$ cat src/rtl/core/dtli_pkg.sv
// ----------------------------------------------------------------------------
// dtli_pkg: shared types and constants of the daily table interpolator
// Field widths, command and status codes, and the queue word that passes
// from the front classifier to the back table and interpolation pipe.
// ----------------------------------------------------------------------------
package dtli_pkg;

	// fixed field widths
	localparam int DAY_W   = 20;
	localparam int FRAC_W  = 32;
	localparam int VAL_W   = 32;
	localparam int NVAL    = 6;
	localparam int CMD_W   = 2;
	localparam int STAT_W  = 3;

	// stream payload: day, frac, six values, zero padded to whole bytes
	localparam int PAYLOAD_W = DAY_W + FRAC_W + NVAL * VAL_W;
	localparam int TDATA_W   = ((PAYLOAD_W + 7) / 8) * 8;
	localparam int PAD_W     = TDATA_W - PAYLOAD_W;

	// widest table address over the allowed depth range
	localparam int ADDR_MAX_W = 16;

	// front to back queue
	localparam int QDEPTH = 4;
	localparam int QPTR_W = $clog2(QDEPTH);

	// command codes
	localparam logic [CMD_W-1:0] CMD_CLEAR  = 2'd0;
	localparam logic [CMD_W-1:0] CMD_APPEND = 2'd1;
	localparam logic [CMD_W-1:0] CMD_QUERY  = 2'd2;

	// status codes
	localparam logic [STAT_W-1:0] STAT_OK     = 3'd0;
	localparam logic [STAT_W-1:0] STAT_EMPTY  = 3'd1;
	localparam logic [STAT_W-1:0] STAT_BEFORE = 3'd2;
	localparam logic [STAT_W-1:0] STAT_AFTER  = 3'd3;
	localparam logic [STAT_W-1:0] STAT_FULL   = 3'd4;

	typedef logic signed [VAL_W-1:0] val_t;
	typedef val_t [NVAL-1:0] row_t;

	// what the back does with a word
	typedef enum logic [1:0] {
		OP_ZERO,
		OP_APPEND,
		OP_QUERY
	} op_t;

	// classified command, front to back
	typedef struct packed {
		op_t                   op;
		logic [STAT_W-1:0]     status;
		logic [DAY_W-1:0]      day;
		logic [FRAC_W-1:0]     frac;
		logic [ADDR_MAX_W-1:0] addr;
		row_t                  vals;
	} entry_t;

	// finished result word
	typedef struct packed {
		logic [STAT_W-1:0] status;
		logic [DAY_W-1:0]  day;
		logic [FRAC_W-1:0] frac;
		row_t              vals;
	} result_t;

endpackage

$ cat src/rtl/core/dtli_queue.sv
// ----------------------------------------------------------------------------
// dtli_queue: short queue between front and back
// Small register FIFO of classified command words; push and pop may happen
// in the same cycle.
// ----------------------------------------------------------------------------
module dtli_queue (
	input  logic             clk,
	input  logic             arst_n,
	input  logic             push,
	input  dtli_pkg::entry_t push_entry,
	output logic             full,
	input  logic             pop,
	output logic             valid,
	output dtli_pkg::entry_t head
);

	dtli_pkg::entry_t                 slots_q [dtli_pkg::QDEPTH];
	logic [dtli_pkg::QPTR_W-1:0]      wr_ptr_q;
	logic [dtli_pkg::QPTR_W-1:0]      rd_ptr_q;
	logic [dtli_pkg::QPTR_W:0]        count_q;

	assign full  = (count_q == (dtli_pkg::QPTR_W+1)'(dtli_pkg::QDEPTH));
	assign valid = (count_q != '0);
	assign head  = slots_q[rd_ptr_q];

	// storage, no reset
	always_ff @(posedge clk) begin
		if (push) begin
			slots_q[wr_ptr_q] <= push_entry;
		end
	end

	// pointers and fill count
	always_ff @(posedge clk or negedge arst_n) begin
		if (!arst_n) begin
			wr_ptr_q <= '0;
			rd_ptr_q <= '0;
			count_q  <= '0;
		end else begin
			if (push) begin
				wr_ptr_q <= wr_ptr_q + 1'b1;
			end
			if (pop) begin
				rd_ptr_q <= rd_ptr_q + 1'b1;
			end
			if (push && !pop) begin
				count_q <= count_q + 1'b1;
			end else if (pop && !push) begin
				count_q <= count_q - 1'b1;
			end
		end
	end

endmodule

$ cat config.mk
export PLATFORM = sky130hd
export DESIGN_NAME = dtli_queue
export DESIGN_NICKNAME = d
export VERILOG_FILES = /design/src/rtl/core/dtli_pkg.sv /design/src/rtl/core/dtli_queue.sv
export SDC_FILE = /design/constraint.sdc
export NUM_CORES = 1
export LEC_CHECK = 0
export ABC_AREA = 1
export BUFFER_PORTS_ARGS = -buffer_cell sky130_fd_sc_hd__buf_2
export CAP_MARGIN = 15
export CORE_AREA = 2 2 317 350
export DETAILED_ROUTE_END_ITERATION = 10
export DIE_AREA = 0 0 319 352
export MAX_ROUTING_LAYER = met4
export SYNTH_ARGS = -nofsm -noshare
export SYNTH_HDL_FRONTEND = slang
export SYNTH_SLANG_ARGS = --single-unit
$ cat constraint.sdc
create_clock -name clk -period 6 [get_ports clk]
set_input_delay 0.3 -clock clk [delete_from_list [all_inputs] [get_ports clk]]
set_output_delay 0.3 -clock clk [all_outputs]
set_load 0.005 [all_outputs]
==> impl_metrics.env <==
export IMPL_skew_ns=0.0166
export IMPL_clk_pin_slew_ns=0.06
export IMPL_fmax_mhz=277
export IMPL_tns_ns=0
export IMPL_ys_types=20
export IMPL_port_buffers=535
export IMPL_min_period_ns=3.60
export IMPL_mostFrequentLayoutCell="edfxtp_1"
export IMPL_fp_dieH_microns=352
export IMPL_p_sw_frac=0.344
export IMPL_syn_area_sq_um=43200
export IMPL_power_density_nw_per_um2=470
export IMPL_setup_viol=0
export IMPL_yosysWarnings=0
export IMPL_first_pass_iters=7
export IMPL_start_util=0.397
export IMPL_maxCapViolCount=0
export IMPL_critPathKind="flop to primary output"
export IMPL_viasPerCell=4.71
export IMPL_p_sw_w=0.00858
export IMPL_hold_path_class="primary input to flop"
export IMPL_yosys_area_top_type="edfxtp_1"
export IMPL_whs_ns=0.370
export IMPL_layout_drive_gt1_share=0.224
export IMPL_track_usage=0.172
export IMPL_gp_congestion=0.753
export IMPL_syn_area_per_cell_sq_um=13.7
export IMPL_yosysSeqAreaShare=0.742
export IMPL_synthTopCellsByArea="edfxtp_1 (74%), nand2_1 (7.0%), o211ai_1 (6.1%)"
export IMPL_cts_hold_buf=269
export IMPL_dieArea_sq_um=112000
export IMPL_arrival_ns=3.30
export IMPL_rsz0062_at_grt="false"
export IMPL_grt_pass1_wl_microns=146000
export IMPL_clk_latency_ns=0.68
export IMPL_cts_root_buffer="clkbuf_16"
export IMPL_ioPinCount=536
export IMPL_overflow=0
export IMPL_area_delta_synth_final_pct=23.1
export IMPL_leakagePower_nw=21.1
export IMPL_p_clk_frac=0.260
export IMPL_wl_met3_microns=5840
export IMPL_cts_max_level=3
export IMPL_fp_row_count=127
export IMPL_hpwlAfterDp_microns=54500
export IMPL_wl_per_cell_microns=17.6
export IMPL_syn_inst=3141
export IMPL_end_kind="primary output"
export IMPL_cts_sinks=1067
export IMPL_p_int_w=0.0164
export IMPL_final_nets=4180
export IMPL_syn_num_nets=3416
export IMPL_post_route_period_util=0.601
export IMPL_grt_antenna_before_repair=14
export IMPL_crit_path_max_fanout=109
export IMPL_antenna_left=0
export IMPL_clockBufferDepth=3
export IMPL_vias=25600
export IMPL_worstMarginPinSlew_ns=1.17
export IMPL_p_seq_frac=0.410
export IMPL_grt_start_max_net_pins=210
export IMPL_wl_met1_microns=39200
export IMPL_routed_wl_microns=95500
export IMPL_wl_met2_microns=48100
export IMPL_slew_headroom=0.217
export IMPL_slew_viol_final=0
export IMPL_comb_power_share=0.330
export IMPL_die_w_microns=319
export IMPL_fill_cells=9332
export IMPL_drt_initial_drc_count=1569
export IMPL_start_kind="flop"
export IMPL_irDropWorstVdd_uv=443
export IMPL_core_area_sq_um=109000
export IMPL_hold_viol_final=0
export IMPL_mostFrequentLayoutCells="edfxtp_1 (1060), nand2_1 (809), inv_1 (537)"
export IMPL_ys_ff_latch=1067
export IMPL_post_cts_buffers=0
export IMPL_cp_required_ns=5.70
export IMPL_top_layer_used="met4"
export IMPL_cts_tree="done"
export IMPL_cts_resized=0
export IMPL_synth_top_area_frac=0.737
export IMPL_status="complete, no violations"
export IMPL_cts_inserted_buffers=107
export IMPL_grt_pass1_vias=25600
export IMPL_drc=0
stage by stage:
stage	utilization	setup WS (ns)	cells	instance area (sq um)	total power [W]
2_1_floorplan	-	0.931	3141	43200	0.0157
3_3_place_gp	0.432	3.08	4946	47000	0.0186
3_5_place_dp	0.432	3.06	4946	47000	0.0187
4_1_cts	0.488	2.27	5412	53100	0.0254
5_1_grt	0.489	2.13	5426	53100	0.0265
6_report	0.489	2.40	5428	53100	0.0250
routing by layer:
layer  vias to the layer above  GRT usage
met5                         -          -
met4                         0     0.0595
met2                       599      0.291
met3                       140     0.0413
met1                     12300      0.200
li1                      12500          -
synthesized netlist by cell type:
| master | count |
|---|---|
| edfxtp_1 | 1060 |
| nand2_1 | 809 |
| inv_1 | 541 |
| o211ai_1 | 350 |
| o211ai_2 | 180 |
| buf_2 | 124 |
| buf_4 | 22 |
| buf_6 | 21 |
| clkbuf_1 | 11 |
| dfrtp_1 | 7 |
| ha_1 | 5 |
| xor2_1 | 3 |
| fa_1 | 1 |
| inv_2 | 1 |
| nand3_1 | 1 |
| nand4_1 | 1 |
| nor2_1 | 1 |
| nor3_1 | 1 |
| o21ai_0 | 1 |
| xnor2_1 | 1 |
critical path: stages (launching register included):
cell	delay (ns)
dfrtp_4	1.08
buf_4	0.91
nand2_1	0.15
o211ai_1	0.16
nand2_1	0.09
buf_2	0.13
area by class of cell:
class,instances,area [sq um],share of cell area
Multi-Input combinational cell,1354,8060,0.152
Inverter,542,2060,0.0387
Tap cell,1419,1780,0.0334
Clock buffer,133,2820,0.0531
Sequential cell,1067,32000,0.603
Antenna cell,16,40.0,0.000754
Timing Repair Buffer,833,5750,0.108
Clock inverter,64,601,0.0113
path summary, 6_finish.rpt:
kind	startpoint	to	slack (ns)	depth (start not counted)
min	push_entry[244]	slots_q[1][244]	0.37	2
min in group asynchronous	arst_n	rd_ptr_q[0]	0.64	3
max reg2reg	wr_ptr_q[0]	slots_q[3][137]	3.37	4
max	rd_ptr_q[0]	head[260]	2.40	5
max in group asynchronous	arst_n	rd_ptr_q[1]	5.07	3
min reg2reg	count_q[2]	count_q[2]	0.49	2
logic make-up after synthesis:
| kind of cell | share of synthesized area |
|---|---|
| xor gates and xnor gates | 0.000812 |
| adders and majority gates | 0.00191 |
| AOI/OAI and AO/OA | 0.113 |
| and+or+nand+nor | 0.0708 |
| buffers and inverters | 0.0718 |
| DFF | 0.742 |
flip-flops by register name, indices dropped and copies added, names as in the netlist:
register / cells
wr_ptr_q: 2
count_q: 3
slots_q: 1060
rd_ptr_q: 2
power by group through the flow:
| stage | clock network [W] | logic (W) | registers (W) |
|---|---|---|---|
| final | 0.00648 | 0.00824 | 0.0102 |
| after global routing | 0.00696 | 0.00917 | 0.0104 |
| after CTS | 0.00668 | 0.00844 | 0.0102 |
| after detailed placement | 0 | 0.00826 | 0.0104 |
| after global placement | 0 | 0.00821 | 0.0104 |
| after floorplan | 0 | 0.00530 | 0.0104 |
Note: power is estimated with default switching activity, not from simulation.
