$ cat src/rtl/core/dtli_pkg.sv
// ----------------------------------------------------------------------------
// dtli_pkg: shared types and constants of the daily table interpolator
// Field widths, command and status codes, and the queue word that passes
// from the front classifier to the back table and interpolation pipe.
// ----------------------------------------------------------------------------
package dtli_pkg;

	// fixed field widths
	localparam int DAY_W   = 20;
	localparam int FRAC_W  = 32;
	localparam int VAL_W   = 32;
	localparam int NVAL    = 6;
	localparam int CMD_W   = 2;
	localparam int STAT_W  = 3;

	// stream payload: day, frac, six values, zero padded to whole bytes
	localparam int PAYLOAD_W = DAY_W + FRAC_W + NVAL * VAL_W;
	localparam int TDATA_W   = ((PAYLOAD_W + 7) / 8) * 8;
	localparam int PAD_W     = TDATA_W - PAYLOAD_W;

	// widest table address over the allowed depth range
	localparam int ADDR_MAX_W = 16;

	// front to back queue
	localparam int QDEPTH = 4;
	localparam int QPTR_W = $clog2(QDEPTH);

	// command codes
	localparam logic [CMD_W-1:0] CMD_CLEAR  = 2'd0;
	localparam logic [CMD_W-1:0] CMD_APPEND = 2'd1;
	localparam logic [CMD_W-1:0] CMD_QUERY  = 2'd2;

	// status codes
	localparam logic [STAT_W-1:0] STAT_OK     = 3'd0;
	localparam logic [STAT_W-1:0] STAT_EMPTY  = 3'd1;
	localparam logic [STAT_W-1:0] STAT_BEFORE = 3'd2;
	localparam logic [STAT_W-1:0] STAT_AFTER  = 3'd3;
	localparam logic [STAT_W-1:0] STAT_FULL   = 3'd4;

	typedef logic signed [VAL_W-1:0] val_t;
	typedef val_t [NVAL-1:0] row_t;

	// what the back does with a word
	typedef enum logic [1:0] {
		OP_ZERO,
		OP_APPEND,
		OP_QUERY
	} op_t;

	// classified command, front to back
	typedef struct packed {
		op_t                   op;
		logic [STAT_W-1:0]     status;
		logic [DAY_W-1:0]      day;
		logic [FRAC_W-1:0]     frac;
		logic [ADDR_MAX_W-1:0] addr;
		row_t                  vals;
	} entry_t;

	// finished result word
	typedef struct packed {
		logic [STAT_W-1:0] status;
		logic [DAY_W-1:0]  day;
		logic [FRAC_W-1:0] frac;
		row_t              vals;
	} result_t;

endpackage

$ cat src/rtl/core/dtli_front.sv
// ----------------------------------------------------------------------------
// dtli_front: command classifier
// Tracks the row count, decides the status of each command and pushes one
// classified word per accepted input word into the queue.
// ----------------------------------------------------------------------------
module dtli_front #(
	parameter int TABLE_DEPTH = 4096,
	parameter int FRAC_BITS   = 32
) (
	input  logic                          clk,
	input  logic                          arst_n,
	input  logic                          in_valid,
	output logic                          in_ready,
	input  logic [dtli_pkg::CMD_W-1:0]    cmd,
	input  logic [dtli_pkg::DAY_W-1:0]    day,
	input  logic [dtli_pkg::FRAC_W-1:0]   frac,
	input  dtli_pkg::row_t                vals,
	input  logic [dtli_pkg::DAY_W-1:0]    base_day,
	input  logic                          q_full,
	output logic                          q_push,
	output dtli_pkg::entry_t              q_entry
);

	localparam int CW = $clog2(TABLE_DEPTH + 1);
	localparam int AW = $clog2(TABLE_DEPTH);
	localparam int OW = ((CW > dtli_pkg::DAY_W) ? CW : dtli_pkg::DAY_W) + 1;
	localparam logic [dtli_pkg::FRAC_W-1:0] FMASK =
		dtli_pkg::FRAC_W'((64'd1 << FRAC_BITS) - 64'd1);

	logic [CW-1:0]                 row_count_q;
	logic [dtli_pkg::FRAC_W-1:0]   frac_m;
	logic [dtli_pkg::DAY_W-1:0]    offset;
	logic [dtli_pkg::DAY_W-1:0]    app_day;
	logic [OW-1:0]                 off_x;
	logic [OW-1:0]                 cnt_x;
	logic                          too_early;
	logic                          past;
	logic                          tbl_full;

	assign in_ready = !q_full;
	assign q_push   = in_valid && !q_full;

	// range checks against the current table
	assign frac_m    = frac & FMASK;
	assign offset    = day - base_day;
	assign app_day   = base_day + dtli_pkg::DAY_W'(row_count_q);
	assign off_x     = OW'(offset);
	assign cnt_x     = OW'(row_count_q);
	assign too_early = (day < base_day);
	assign past      = (off_x >= cnt_x) ||
	                   ((OW'(off_x + OW'(1)) == cnt_x) && (frac_m != '0));
	assign tbl_full  = (row_count_q == CW'(TABLE_DEPTH));

	// classify
	always_comb begin
		q_entry        = '0;
		q_entry.op     = dtli_pkg::OP_ZERO;
		q_entry.status = dtli_pkg::STAT_OK;
		unique case (cmd)
			dtli_pkg::CMD_CLEAR: begin
				q_entry.op = dtli_pkg::OP_ZERO;
			end
			dtli_pkg::CMD_APPEND: begin
				if (tbl_full) begin
					q_entry.status = dtli_pkg::STAT_FULL;
				end else begin
					q_entry.op   = dtli_pkg::OP_APPEND;
					q_entry.day  = app_day;
					q_entry.addr = dtli_pkg::ADDR_MAX_W'(row_count_q[AW-1:0]);
					q_entry.vals = vals;
				end
			end
			dtli_pkg::CMD_QUERY: begin
				if (row_count_q == '0) begin
					q_entry.status = dtli_pkg::STAT_EMPTY;
				end else if (too_early) begin
					q_entry.status = dtli_pkg::STAT_BEFORE;
				end else if (past) begin
					q_entry.status = dtli_pkg::STAT_AFTER;
				end else begin
					q_entry.op   = dtli_pkg::OP_QUERY;
					q_entry.day  = day;
					q_entry.frac = frac_m;
					q_entry.addr = dtli_pkg::ADDR_MAX_W'(offset[AW-1:0]);
				end
			end
			default: begin
				q_entry.op = dtli_pkg::OP_ZERO;
			end
		endcase
	end

	// row count follows accepted clears and appends
	always_ff @(posedge clk or negedge arst_n) begin
		if (!arst_n) begin
			row_count_q <= '0;
		end else if (q_push) begin
			if (cmd == dtli_pkg::CMD_CLEAR) begin
				row_count_q <= '0;
			end else if (cmd == dtli_pkg::CMD_APPEND && !tbl_full) begin
				row_count_q <= row_count_q + 1'b1;
			end
		end
	end

endmodule

$ cat config.mk
export PLATFORM = sky130hd
export DESIGN_NAME = dtli_front
export DESIGN_NICKNAME = d
export VERILOG_FILES = /design/src/rtl/core/dtli_pkg.sv /design/src/rtl/core/dtli_front.sv
export SDC_FILE = /design/constraint.sdc
export NUM_CORES = 1
export LEC_CHECK = 0
export ABC_AREA = 1
export BUFFER_PORTS_ARGS = -buffer_cell sky130_fd_sc_hd__buf_4
export CAP_MARGIN = 20
export CORE_AREA = 5 5 204 206
export DETAILED_ROUTE_END_ITERATION = 8
export DIE_AREA = 0 0 209 211
export PLACE_DENSITY = 0.52
export SYNTH_ARGS = -nofsm -noshare
export SYNTH_HDL_FRONTEND = slang
export SYNTH_SLANG_ARGS = --single-unit
$ cat constraint.sdc
create_clock -name clk -period 3.8 [get_ports clk]
set_clock_uncertainty 0.15 [all_clocks]
set_input_delay 0.38 -clock clk [delete_from_list [all_inputs] [get_ports clk]]
set_output_delay 0.38 -clock clk [all_outputs]
set_load 0.05 [all_outputs]
==> results of run 1 <==
## path summary, 6_finish.rpt
| kind | from | to | slack (ns) |
|---|---|---|---|
| min | arst_n | row_count_q[0] | 0.40 |
| min in group clk | row_count_q[4] | row_count_q[4] | 0.45 |
| min reg2reg | row_count_q[4] | row_count_q[4] | 0.45 |
| max reg2reg | row_count_q[1] | row_count_q[12] | 0.38 |
| max in group asynchronous | arst_n | row_count_q[8] | 2.92 |
| max | day[0] | q_entry[242] | -0.24 |
## where the power goes
part	leakage, nW	total, mW	internal (mW)	switching (mW)
combinational	7.82	2.32	0.901	1.42
sequential	0.177	0.187	0.157	0.0306
clock	0.0382	0.205	0.142	0.0627
## placed cells by master (no fill, tap or decap), drive strengths merged, types with 2 or more instances in the layout
cell type / count
o21a: 10
a31oi: 3
conb: 4
o211ai: 3
nor2: 323
inv: 377
nand3: 77
nand2: 246
o21ai: 24
ha: 52
a21oi: 56
xor2: 8
clkbuf: 4
dfrtp: 13
nor3: 17
xnor2: 2
a211oi: 3
nor4: 2
diode: 7
fa: 2
buf: 677
nand3b: 2
o21bai: 32
nand4: 20
## what timing repair did
item                       CTS  global route
cloned                       3             0
resized for setup          145            56
hold endpoints to repair    13             0
pin swaps                   28            27
hold buffers                 1             0
setup endpoints to repair   67            98
setup buffers               12             6
## worst max-delay path, stage by stage
cell,delay [ns]
sky130_fd_sc_hd__buf_8,0.10
sky130_fd_sc_hd__inv_6,0.05
sky130_fd_sc_hd__ha_4,0.13
sky130_fd_sc_hd__fa_2,0.47
sky130_fd_sc_hd__buf_6,0.15
sky130_fd_sc_hd__nor2_4,0.09
sky130_fd_sc_hd__inv_2,0.05
sky130_fd_sc_hd__nor2_4,0.12
sky130_fd_sc_hd__nand3_4,0.10
sky130_fd_sc_hd__nor2_4,0.10
sky130_fd_sc_hd__nand3_2,0.10
sky130_fd_sc_hd__nor2_4,0.18
sky130_fd_sc_hd__nand3_2,0.11
sky130_fd_sc_hd__nor2_4,0.15
sky130_fd_sc_hd__nand3_2,0.12
sky130_fd_sc_hd__xor2_2,0.16
sky130_fd_sc_hd__nor2_2,0.07
sky130_fd_sc_hd__nand2_4,0.10
sky130_fd_sc_hd__nand4_4,0.17
sky130_fd_sc_hd__buf_12,0.19
sky130_fd_sc_hd__buf_16,0.14
sky130_fd_sc_hd__o21bai_4,0.12
sky130_fd_sc_hd__buf_8,0.16
## area by class of cell
type	instances	area, um2
inverters	378	1431
well taps	525	656.9
clock buffers	4	78.83
repair buffers	678	5637
flip-flops and latches	13	325.3
diodes	7	17.52
fillers	4412	25800
multi-input cells	893	5509
## kinds of logic (layout without fill, tap and decap cells)
kind of cell / Yosys count / count (layout) / share of synthesized area
simple gates: 690 / 690 / 0.4428
buf+inv: 413 / 1060 / 0.2456
compound gates: 135 / 135 / 0.1428
fa+ha+maj: 54 / 54 / 0.1053
flops: 13 / 13 / 0.04958
xor+xnor: 10 / 10 / 0.01335
other cells: 1 / 11 / 0.0005715
## routing by layer
layer	wire [um]	share of wire
met5	49	0.00089
met4	1928	0.035
met3	4327	0.079
met2	29920	0.54
met1	18720	0.34
==> impl_metrics.ini, run 1 <==
[sta]
holdWs_ns = 0.3984
max_freq_mhz = 247.2
setup-violations-final = 67
min_period_over_period = 1.064
setup-tns-final_ns = -12.71
rsz0062_at_grt = yes
layout_min_cycle_time_ns = 4.045
worst_slew_margin_rel = 0.6471
worst_pin_slew_ns = 0.5274
hold_viol_final = 0
final.setup.worst_slack_ns = -0.2450
drv_slew = 0

[worst_hold_path]
worst_hold_class = in2async

[power]
power.leakage_nw = 8.038
power-per-cell-area_nw_per_um2 = 198.6
power.total_mw = 2.712
ir_worst_vdd_v = 0.0001251

[logic_synthesis]
mappedNetlistArea_um2 = 6561
synth_seq_area_share = 0.04958
syn_inst = 1316
ys_types = 45
post-synth-top-count-cell = sky130_fd_sc_hd__inv_1
synth_warnings = 0
number_of_flops_mapped_to_enable_cells_by_yosys = 0
synth.area.top_cells = sky130_fd_sc_hd__inv_1, sky130_fd_sc_hd__nor2_1, sky130_fd_sc_hd__nand2_1, sky130_fd_sc_hd__ha_1, sky130_fd_sc_hd__nand3_1
yosys.area.top_type_share = 0.2042
yosys-top-cells-count = sky130_fd_sc_hd__inv_1, sky130_fd_sc_hd__nor2_1, sky130_fd_sc_hd__nand2_1
synth-async-reset-ratio = 1.000
yosysTopAreaCell = sky130_fd_sc_hd__inv_1
synth-main-ff-cell = sky130_fd_sc_hd__dfrtp_1
avgSynthCellArea_um2 = 4.986
postSynthRegisterBits = 13

[floorplanning]
rows = 73
floorplan.initialDensity = 0.1663
placeableCoreArea_um2 = 39460
die_w_um = 209
die-area_um2 = 44100
die_y_um = 211
floorplan.io_pins = 537

[status]
outcome = finished, violations left
failed_checks = negative setup slack

[clock_tree]
cts_buffers = 3
cts_sinks = 13
path_clk_slew_ns = 0.05
clk_latency_ns = 0.25
cts_root_buffer = sky130_fd_sc_hd__clkbuf_16
htreeDepth = 1
tritoncts = done
max-clock-path-buffers = 2

[grt]
gr-usage-met1 = 0.2311
grt_start_max_net_pins = 62
grtUsageMet2 = 0.4474
groute.usage.overall = 0.2318
grt_busiest_layer = met2
met3_usage = 0.07708
grt_overflow = 0
grt_pass1_vias = 10810
antenna_found_initial = 22
grt_first_pass_wirelength_mm = 74.94

[worst_setup_path]
worstSetupPathType = in2out
worstPathMaxFanout = 5
worstSetupStartpointType = input port
arrival_ns = 3.51
r2r.worst_path.cells = 18
critical_path_end_type = output port
required_ns = 3.27

[run]
maxCapViolations = 0

[placed_design]
post-dp-hpwl_mm = 49.53
place_worst_setup_slack_ns = -0.5794
dp.cells = 2465
globalplace.congestion = 0.9898
post_dp_cell_area_um2 = 12490
place.port_buffers = 532

[cells_and_area]
final-instance-count-excl-fill = 2498
top_register = row_count_q
final_core_utilization = 0.3461
reg_top3 = row_count_q x13
finish.instance_area_um2 = 13660
layout-drive-gt1-share = 0.4435
largest_register_ff_count = 13
design.final.nets = 2291
synthToLayoutAreaGrowth_pct = 108.1

[drt]
drtPass1Iterations = 7
drt-initial-drc-count = 436
remaining_drc_errors = 0
viasPerCell = 4.231
via_total_after_detailed_routing = 10570
postRouteWirelength_mm = 54.94
wl_per_cell_um = 21.99
drtAntennaViolNets = 0
(Power assumes the default switching activity.)
==> run 2: changes to the inputs <==
--- a/config.mk
+++ b/config.mk
@@ -8,9 +8,9 @@
 export ABC_AREA = 1
 export BUFFER_PORTS_ARGS = -buffer_cell sky130_fd_sc_hd__buf_4
 export CAP_MARGIN = 20
-export CORE_AREA = 5 5 204 206
+export CORE_AREA = 5 5 208 210
 export DETAILED_ROUTE_END_ITERATION = 8
-export DIE_AREA = 0 0 209 211
+export DIE_AREA = 0 0 213 215
 export PLACE_DENSITY = 0.52
 export SYNTH_ARGS = -nofsm -noshare
 export SYNTH_HDL_FRONTEND = slang
==> constraint.sdc (replaced) <==
create_clock -name clk -period 3.44 [get_ports clk]
set_clock_uncertainty 0.15 [all_clocks]
set_input_delay 0.344 -clock clk [delete_from_list [all_inputs] [get_ports clk]]
set_output_delay 0.344 -clock clk [all_outputs]
set_load 0.05 [all_outputs]
==> impl_metrics.ini, run 2 (synthesis gave the netlist of run 1 again) <==
[status]
outcome = finished, violations left
failed_checks = negative setup slack

[worst_setup_path]
critical_path.slowest_cell = sky130_fd_sc_hd__fa_2
crit_path_frequent_cell = sky130_fd_sc_hd__nor2_4
setup_slack_of_the_most_critical_reg_to_reg_path_ns = 0.37
critical_path_end_type = output port
critical-path-top-delay-family = simple AND/OR/NAND/NOR gates
r2r.worst_path.cells = 19
cp_num_buf_inv = 6
timing.critical_path.from = day[0]
required_ns = 2.95
slowest_delay_ns = 0.46
worstSetupPathType = in2out
worstSetupStartpointType = input port
worstSetupEndpoint = q_entry[247]
cell_by_cell_trace_of_the_critical_path = buf_6 > inv_4 > ha_4 > fa_2 > buf_6 > nor2_4 > inv_2 > nor2_4 > nand3_4 > nor2_4 > nand3_4 > nor2_4 > nand3_2 > nor2_4 > nand3_2 > xor2_2 > nor2_2 > nand2_4 > nand4_4 > buf_12 > o21bai_4 > buf_8
critical_path_cell_count = 22
worstPathMaxFanout = 5
regToRegEndpoint = row_count_q[12]
arrival_ns = 3.54
rr_startpoint = row_count_q[1]

[grt]
grt_start_max_net_pins = 70
grt_overflow = 0
grt_pass1_vias = 10800
grt_first_pass_wirelength_mm = 68.17
antenna_found_initial = 8
groute.usage.overall = 0.1969

[sta]
worst_pin_slew_ns = 0.5641
setup-tns-final_ns = -34.78
rsz0062_at_grt = yes
layout_min_cycle_time_ns = 4.030
hold_viol_final = 0
max_freq_mhz = 248.2
worst_slew_margin_rel = 0.6200
min_period_over_period = 1.171
final.setup.worst_slack_ns = -0.5897
drv_slew = 0
setup-violations-final = 67

[clock_tree]
max-clock-path-buffers = 2
tritoncts = done
htreeDepth = 1
cts_sinks = 13
cts_root_buffer = sky130_fd_sc_hd__clkbuf_16
path_clk_slew_ns = 0.04
cts_buffers = 3
clk_latency_ns = 0.24

[drt]
wl_per_cell_um = 18.86
drtPass1Iterations = 5
postRouteWirelength_mm = 48.09
viasPerCell = 4.163
remaining_drc_errors = 0
drtAntennaViolNets = 0
drt-initial-drc-count = 462
via_total_after_detailed_routing = 10620

[cells_and_area]
layout_commonest_cell = sky130_fd_sc_hd__buf_4
largest_register_ff_count = 13
synthToLayoutAreaGrowth_pct = 115.2
reg_top3 = row_count_q x13
top_register = row_count_q
layout.cells.most_common_list = sky130_fd_sc_hd__buf_4, sky130_fd_sc_hd__inv_1, sky130_fd_sc_hd__nor2_1
final-instance-count-excl-fill = 2550
layout-drive-gt1-share = 0.4576
design.final.nets = 2329
finish.instance_area_um2 = 14120

[power]
power.leakage_nw = 8.261
power-per-cell-area_nw_per_um2 = 217.5
ir_worst_vdd_v = 0.0001162

[placed_design]
dp.cells = 2515
post-dp-hpwl_mm = 42.58
post_dp_cell_area_um2 = 12980
place.port_buffers = 532
globalplace.congestion = 1.014

[floorplanning]
placeableCoreArea_um2 = 41380
rows = 75
floorplan.initialDensity = 0.1585
die_w_um = 213
die-area_um2 = 45800
die_y_um = 215
floorplan.io_pins = 537

[run]
maxCapViolations = 0

[worst_hold_path]
worst_hold_class = in2async
-- run 2: cell count changes in the layout (fill, tap and decap cells not counted), moves of 4 or more --
cell                       delta
sky130_fd_sc_hd__nor2_2       +4
sky130_fd_sc_hd__nand2_2      -6
sky130_fd_sc_hd__nand3_1      +5
sky130_fd_sc_hd__nand2_1      +4
sky130_fd_sc_hd__buf_4       +31
sky130_fd_sc_hd__o21bai_4     +4
sky130_fd_sc_hd__ha_1         -5
sky130_fd_sc_hd__ha_4         +5
sky130_fd_sc_hd__buf_6        +6
-- run 2: area by class of cell --
cell class,instances,area [um2]
Sequential cell,13,325.3
Inverter,378,1443
Tap cell,539,674.4
Fill cell,4563,27260
Antenna cell,7,17.52
Timing Repair Buffer,716,5979
Multi-Input combinational cell,893,5603
Clock buffer,4,78.83
-- run 2: metrics by stage --
stage	utilization	hold WS [ns]	setup slack (ns)	power, mW
detailed placement	0.3136	0.04897	-0.6770	2.652
floorplan	-	-0.1016	-0.2154	1.582
finish	0.3412	0.3383	-0.5897	3.071
global placement	0.3136	0.04951	-0.6738	2.638
global route	0.3412	0.3470	-0.7652	3.304
CTS	0.3387	0.3586	-0.5432	3.044
-- run 2: metal layers --
metal | vias up | track usage | part of all wire
li1 | 5286 | - | -
met2 | 376 | 0.3591 | 0.52
met4 | 2 | 0.05675 | 0.025
met3 | 47 | 0.04958 | 0.075
met1 | 4905 | 0.2251 | 0.38
met5 | - | 0 | 0.00015
-- run 2: worst min path at each step --
stage | start | endpoint | slack [ns]
final | arst_n | row_count_q[1] | 0.34
after global placement | arst_n | row_count_q[1] | 0.05
after floorplan | arst_n | row_count_q[0] | -0.10
after global routing | arst_n | row_count_q[1] | 0.35
after CTS | arst_n | row_count_q[1] | 0.36
after detailed placement | arst_n | row_count_q[1] | 0.05
-- run 2: power breakdown --
group | internal (mW) | switching [mW] | total, mW
clock network | 0.156 | 0.0632 | 0.219
logic | 1.08 | 1.58 | 2.66
registers | 0.174 | 0.0164 | 0.190
-- run 2: timing repair --
| item | 4_1_cts | 5_1_grt |
|---|---|---|
| endpoints found under the setup margin | 165 | 212 |
| hold endpoints to repair | 13 | 0 |
| pin swaps | 41 | 29 |
| setup buffers | 15 | 7 |
| hold buffers | 1 | 0 |
| resized for setup | 161 | 24 |
| gates cloned | 5 | 1 |
